**config.mk**
```make
export PLATFORM = sky130hd
export DESIGN_NAME = fsi_ctrl
export DESIGN_NICKNAME = d
export VERILOG_FILES = /design/src/rtl/per_source_flood_isolator_macros.svh /design/src/rtl/fsi_pkg.sv /design/src/rtl/fsi_ctrl.sv
export SDC_FILE = /design/constraint.sdc
export NUM_CORES = 1
export LEC_CHECK = 0
export ABC_AREA = 0
export BUFFER_PORTS_ARGS = -buffer_cell sky130_fd_sc_hd__buf_2
export CAP_MARGIN = 25
export CORE_AREA = 2 2 39 41
export CTS_CLUSTER_DIAMETER = 50
export DETAILED_ROUTE_END_ITERATION = 12
export DIE_AREA = 0 0 41 43
export MAX_ROUTING_LAYER = met4
export PLACE_DENSITY = 0.52
export SLEW_MARGIN = 20
export SYNTH_ARGS = -nofsm -noshare
export SYNTH_HDL_FRONTEND = slang
export SYNTH_SLANG_ARGS = --single-unit
```
**constraint.sdc**
```tcl
create_clock -name clk -period 2.84 [get_ports clk]
set_input_delay 0.568 -clock clk [delete_from_list [all_inputs] [get_ports clk]]
set_output_delay 0.568 -clock clk [all_outputs]
set_load 0.01 [all_outputs]
```
**src/rtl/per_source_flood_isolator_macros.svh**
```systemverilog
// assertion macros for the per-source flood isolator
// used by the top level only, expects signals named clk and rst_n in scope
`ifndef PER_SOURCE_FLOOD_ISOLATOR_MACROS_SVH
`define PER_SOURCE_FLOOD_ISOLATOR_MACROS_SVH

// same-cycle implication, checked outside reset
`define FSI_ASSERT_NOW(label, ante, cons, msg) \
    label: assert property (@(posedge clk) disable iff (!rst_n) (ante) |-> (cons)) \
        else $error(msg);

// next-cycle implication, checked outside reset
`define FSI_ASSERT_NEXT(label, ante, cons, msg) \
    label: assert property (@(posedge clk) disable iff (!rst_n) (ante) |=> (cons)) \
        else $error(msg);

`endif

```
**src/rtl/fsi_pkg.sv**
```systemverilog
// shared types and constants for the per-source flood isolator
// used by fsi_ctrl, fsi_dp and per_source_flood_isolator
package fsi_pkg;

    localparam int NODE_W   = 8;
    localparam int TIME_W   = 32;
    localparam int THRESH_W = 16;
    localparam int TOTAL_W  = 32;
    localparam int GAP_W    = 48;

    localparam logic [THRESH_W-1:0] THRESH_RESET = 16'd50;

    // item opcodes
    localparam logic OP_ARRIVAL = 1'b0;
    localparam logic OP_TICK    = 1'b1;

    // controller to datapath commands
    typedef struct packed {
        logic load_in;     // latch the accepted beat
        logic arr_rd;      // read the arriving node's counter
        logic idx_clear;   // restart the sweep index
        logic clr_step;    // zero one counter during the reset pass
        logic scan_rd;     // read one counter during the window scan
        logic arr_commit;  // write back an arrival and load the result
        logic tick_commit; // load the result of a window tick
    } cmd_t;

    // datapath to controller status
    typedef struct packed {
        logic idx_last;    // sweep index at last entry
        logic idx_full;    // sweep index past last entry
        logic chk_busy;    // a scanned counter is still being checked
        logic out_free;    // result register can take a new beat
    } stat_t;

endpackage

```
**src/rtl/fsi_ctrl.sv**
```systemverilog
// sequencing state machine for the per-source flood isolator
// depends on fsi_pkg for the command and status structs
module fsi_ctrl
    import fsi_pkg::*;
(
    input  logic  clk,
    input  logic  rst_n,
    input  logic  in_valid,
    input  logic  op,
    input  stat_t stat,
    output logic  in_ready,
    output cmd_t  cmd
);

    typedef enum logic [2:0] {
        ST_CLEAR,
        ST_IDLE,
        ST_ARRIVE,
        ST_SCAN,
        ST_DONE
    } state_t;

    state_t state_reg;
    state_t state_next;

    always_ff @(posedge clk or negedge rst_n)
    begin
        if (!rst_n)
        begin
            state_reg <= ST_CLEAR;
        end
        else
        begin
            state_reg <= state_next;
        end
    end

    assign in_ready = (state_reg == ST_IDLE);

    always_comb
    begin
        state_next = state_reg;
        cmd        = '0;
        unique case (state_reg)
            ST_CLEAR:
            begin
                cmd.clr_step = 1'b1;
                if (stat.idx_last)
                begin
                    state_next = ST_IDLE;
                end
            end
            ST_IDLE:
            begin
                if (in_valid)
                begin
                    cmd.load_in = 1'b1;
                    if (op == OP_TICK)
                    begin
                        cmd.idx_clear = 1'b1;
                        state_next    = ST_SCAN;
                    end
                    else
                    begin
                        cmd.arr_rd = 1'b1;
                        state_next = ST_ARRIVE;
                    end
                end
            end
            ST_ARRIVE:
            begin
                if (stat.out_free)
                begin
                    cmd.arr_commit = 1'b1;
                    state_next     = ST_IDLE;
                end
            end
            ST_SCAN:
            begin
                cmd.scan_rd = !stat.idx_full;
                if (stat.idx_full && !stat.chk_busy)
                begin
                    state_next = ST_DONE;
                end
            end
            ST_DONE:
            begin
                if (stat.out_free)
                begin
                    cmd.tick_commit = 1'b1;
                    state_next      = ST_IDLE;
                end
            end
            default:
            begin
                state_next = ST_CLEAR;
            end
        endcase
    end

endmodule

```
==> results_dict.tcl <==
set metrics [dict create \
    cts-root-buf "clkbuf_4" \
    cts_hold_buffers 0 \
    synth_mux_area_frac 0.0800 \
    p_per_area_nw_per_um2 887 \
    skew_ns 0.00363 \
    setup_ws_ns 0.967 \
    r2r_end "state_reg[0]$_DFFE_PN0P_" \
    via_count 263 \
    p_total_mw 0.321 \
    path_class "reg -> out" \
    chipWidth_um 41 \
    coreArea_sq_um 1380 \
    clock_sinks 3 \
    crit_fanout 9 \
    syn-num-nets 38 \
    numCtsBuffers 3 \
    syn_area_sq_um 250 \
    cap_violations 0 \
    post-route-period-util 0.660 \
    remaining_drc_errors 0 \
    final_hold_viol_count 0 \
    status "finished, final reports clean" \
    diodes 0 \
    arrival_ns 1.31 \
    post-place-ws_ns 1.21 \
    setup_viol 0 \
    yosysWarnings 0 \
    ys_seq_area_frac 0.300 \
    required_ns 2.27 \
    grt_max_degree 12 \
    start_util 0.181 \
    synth_compound_area_frac 0.0750 \
    fill_cells 160 \
    final.setup.tns_ns 0 \
    grt_antenna_before_repair 0 \
    synth_top_family_by_area "simple AND/OR/NAND/NOR gates" \
    p_leak_nw 0.198 \
    overflow 0 \
    h-tree-depth 1 \
    holdWs_ns 0.121 \
    r2r_cells 3 \
    yosysUniqueCellTypes 17 \
    grtUsageTotal 0.0857 \
    ys_seq_elements 3 \
    cts_tree "yes" \
    die_y_um 43 \
    clk_path_buf_depth 2 \
    timing.rr.start "state_reg[0]$_DFFE_PN0P_" \
    netlist_instances 30 \
    drive_above_1_share 0.426 \
    wl_um 582 \
    synth-xor-area-share 0 \
    slew_viol_final 0 \
    end_kind "output pin" \
    first_iter_violations 6 \
    hp-class "in -> async" \
    ioPinCount 16 \
    fin_crit_ns 1.87 \
    rows 14 \
    ir_drop_uv 433 \
    nets 56 \
    syn_to_final_growth_pct 44.5 \
    dr.pass1.iters 2 \
    cp-start-kind "flip-flop" \
    maxSlewHeadroom 0.792 \
    post_cts_resized 0 \
    worstSkewPairLatency_ns 0.23 \
    wl_per_cell_um 9.24 \
    r2r_setup_slack_ns 1.67 \
    gp_congestion 0.650 \
    grt_pass1_vias 238 \
    synth-simple-area-share 0.475 \
    synth_fa_ha_area_frac 0 \
    viasPerCell 4.17 \
    grt_pass1_wl_um 938 \
    grt_setup_unrepaired "false" \
    largest_reg_flops 3 \
    post-cts-setup-buffers 0 \
    ant_nets 0 \
    path_clk_slew_ns 0.04 \
    die-area_sq_um 1760 \
    tightest_slew_ns 0.312 \
    syn_avg_cell_area_sq_um 8.34 \
    fmax_mhz 534 \
    io_buffers 15 \
]
-- cell type report --
class / instances / area (sq um) / share of cell area
multi-input combinational: 23 / 158 / 0.436
timing repair buffer: 15 / 75.1 / 0.208
sequential: 3 / 75.1 / 0.208
clock buffer: 4 / 26.3 / 0.0727
inverter: 2 / 7.51 / 0.0208
tap: 16 / 20.0 / 0.0554
-- worst max-delay path, stage by stage, from the launching register on --
cell	delay [ns]
dfrtp_1	0.47
nor3b_2	0.26
nand2_1	0.11
nor2_1	0.09
buf_2	0.13
-- Yosys cell counts --
cell | number | area [sq um]
and3_1 | 2 | 12.5
and3b_1 | 1 | 8.76
and4bb_2 | 1 | 12.5
buf_2 | 2 | 10.0
dfrtp_1 | 3 | 75.1
inv_1 | 2 | 7.51
mux2i_1 | 2 | 20.0
nand2_1 | 3 | 11.3
nand2b_1 | 1 | 6.26
nand3b_1 | 2 | 15.0
nand4b_1 | 1 | 8.76
nor2_1 | 4 | 15.0
nor2b_1 | 1 | 6.26
nor3_1 | 2 | 10.0
nor3b_2 | 1 | 12.5
o32a_1 | 1 | 10.0
o32ai_1 | 1 | 8.76
-- per-layer routing --
metal  track usage  part of all wire  vias to the layer above
met5             -                 0                        -
met4        0.0800                 0                        0
met3        0.0366             0.086                        0
met2        0.0938              0.42                        9
met1         0.110              0.49                      114
li1              -                 -                      140
-- logic make-up (layout without fill, tap and decap cells) --
kind of cell / after synthesis / after routing
simple gates: 19 / 19
buf+inv: 4 / 21
flops: 3 / 3
compound gates: 2 / 2
mux: 2 / 2
-- cell usage in the layout (no fill, tap or decap) --
| cell | n |
|---|---|
| nor3_1 | 2 |
| clkbuf_4 | 3 |
| inv_1 | 2 |
| nor2b_1 | 1 |
| nand3b_1 | 2 |
| dfrtp_1 | 3 |
| nor3b_2 | 1 |
| and3b_1 | 1 |
| buf_2 | 15 |
| o32ai_1 | 1 |
| nand2_1 | 3 |
| nand2b_1 | 1 |
| and3_1 | 2 |
| and4bb_2 | 1 |
| nor2_1 | 4 |
| nand4b_1 | 1 |
| clkbuf_1 | 1 |
| mux2i_1 | 2 |
| o32a_1 | 1 |
-- worst max-delay path by stage --
| stage | start | endpoint | slack, ns | depth (start not counted) |
|---|---|---|---|---|
| floorplan | state_reg[1]$_DFFE_PN0P_ | cmd[5] | 1.18 | 4 |
| global placement | state_reg[1]$_DFFE_PN0P_ | cmd[5] | 1.21 | 4 |
| detailed placement | state_reg[1]$_DFFE_PN0P_ | cmd[5] | 1.21 | 4 |
| CTS | state_reg[1]$_DFFE_PN0P_ | cmd[5] | 0.94 | 4 |
| global route | state_reg[2]$_DFFE_PN0P_ | cmd[5] | 0.85 | 4 |
| finish | state_reg[1]$_DFFE_PN0P_ | cmd[5] | 0.97 | 4 |
-- per-stage QoR --
stage / instances / cell area, sq um / utilization
global route: 63 / 362 / 0.261
floorplan: 30 / 250 / -
detailed placement: 59 / 335 / 0.242
global placement: 59 / 335 / 0.242
finish: 63 / 362 / 0.261
CTS: 63 / 362 / 0.261
-- power by group --
part | switching [mW] | internal (mW) | total [mW]
Combinational | 0.0686 | 0.0795 | 0.148
Sequential | 0.0365 | 0.0596 | 0.0962
Clock | 0.0235 | 0.0528 | 0.0763
Total | 0.129 | 0.192 | 0.321
Note: power is estimated with default switching activity, not from simulation.
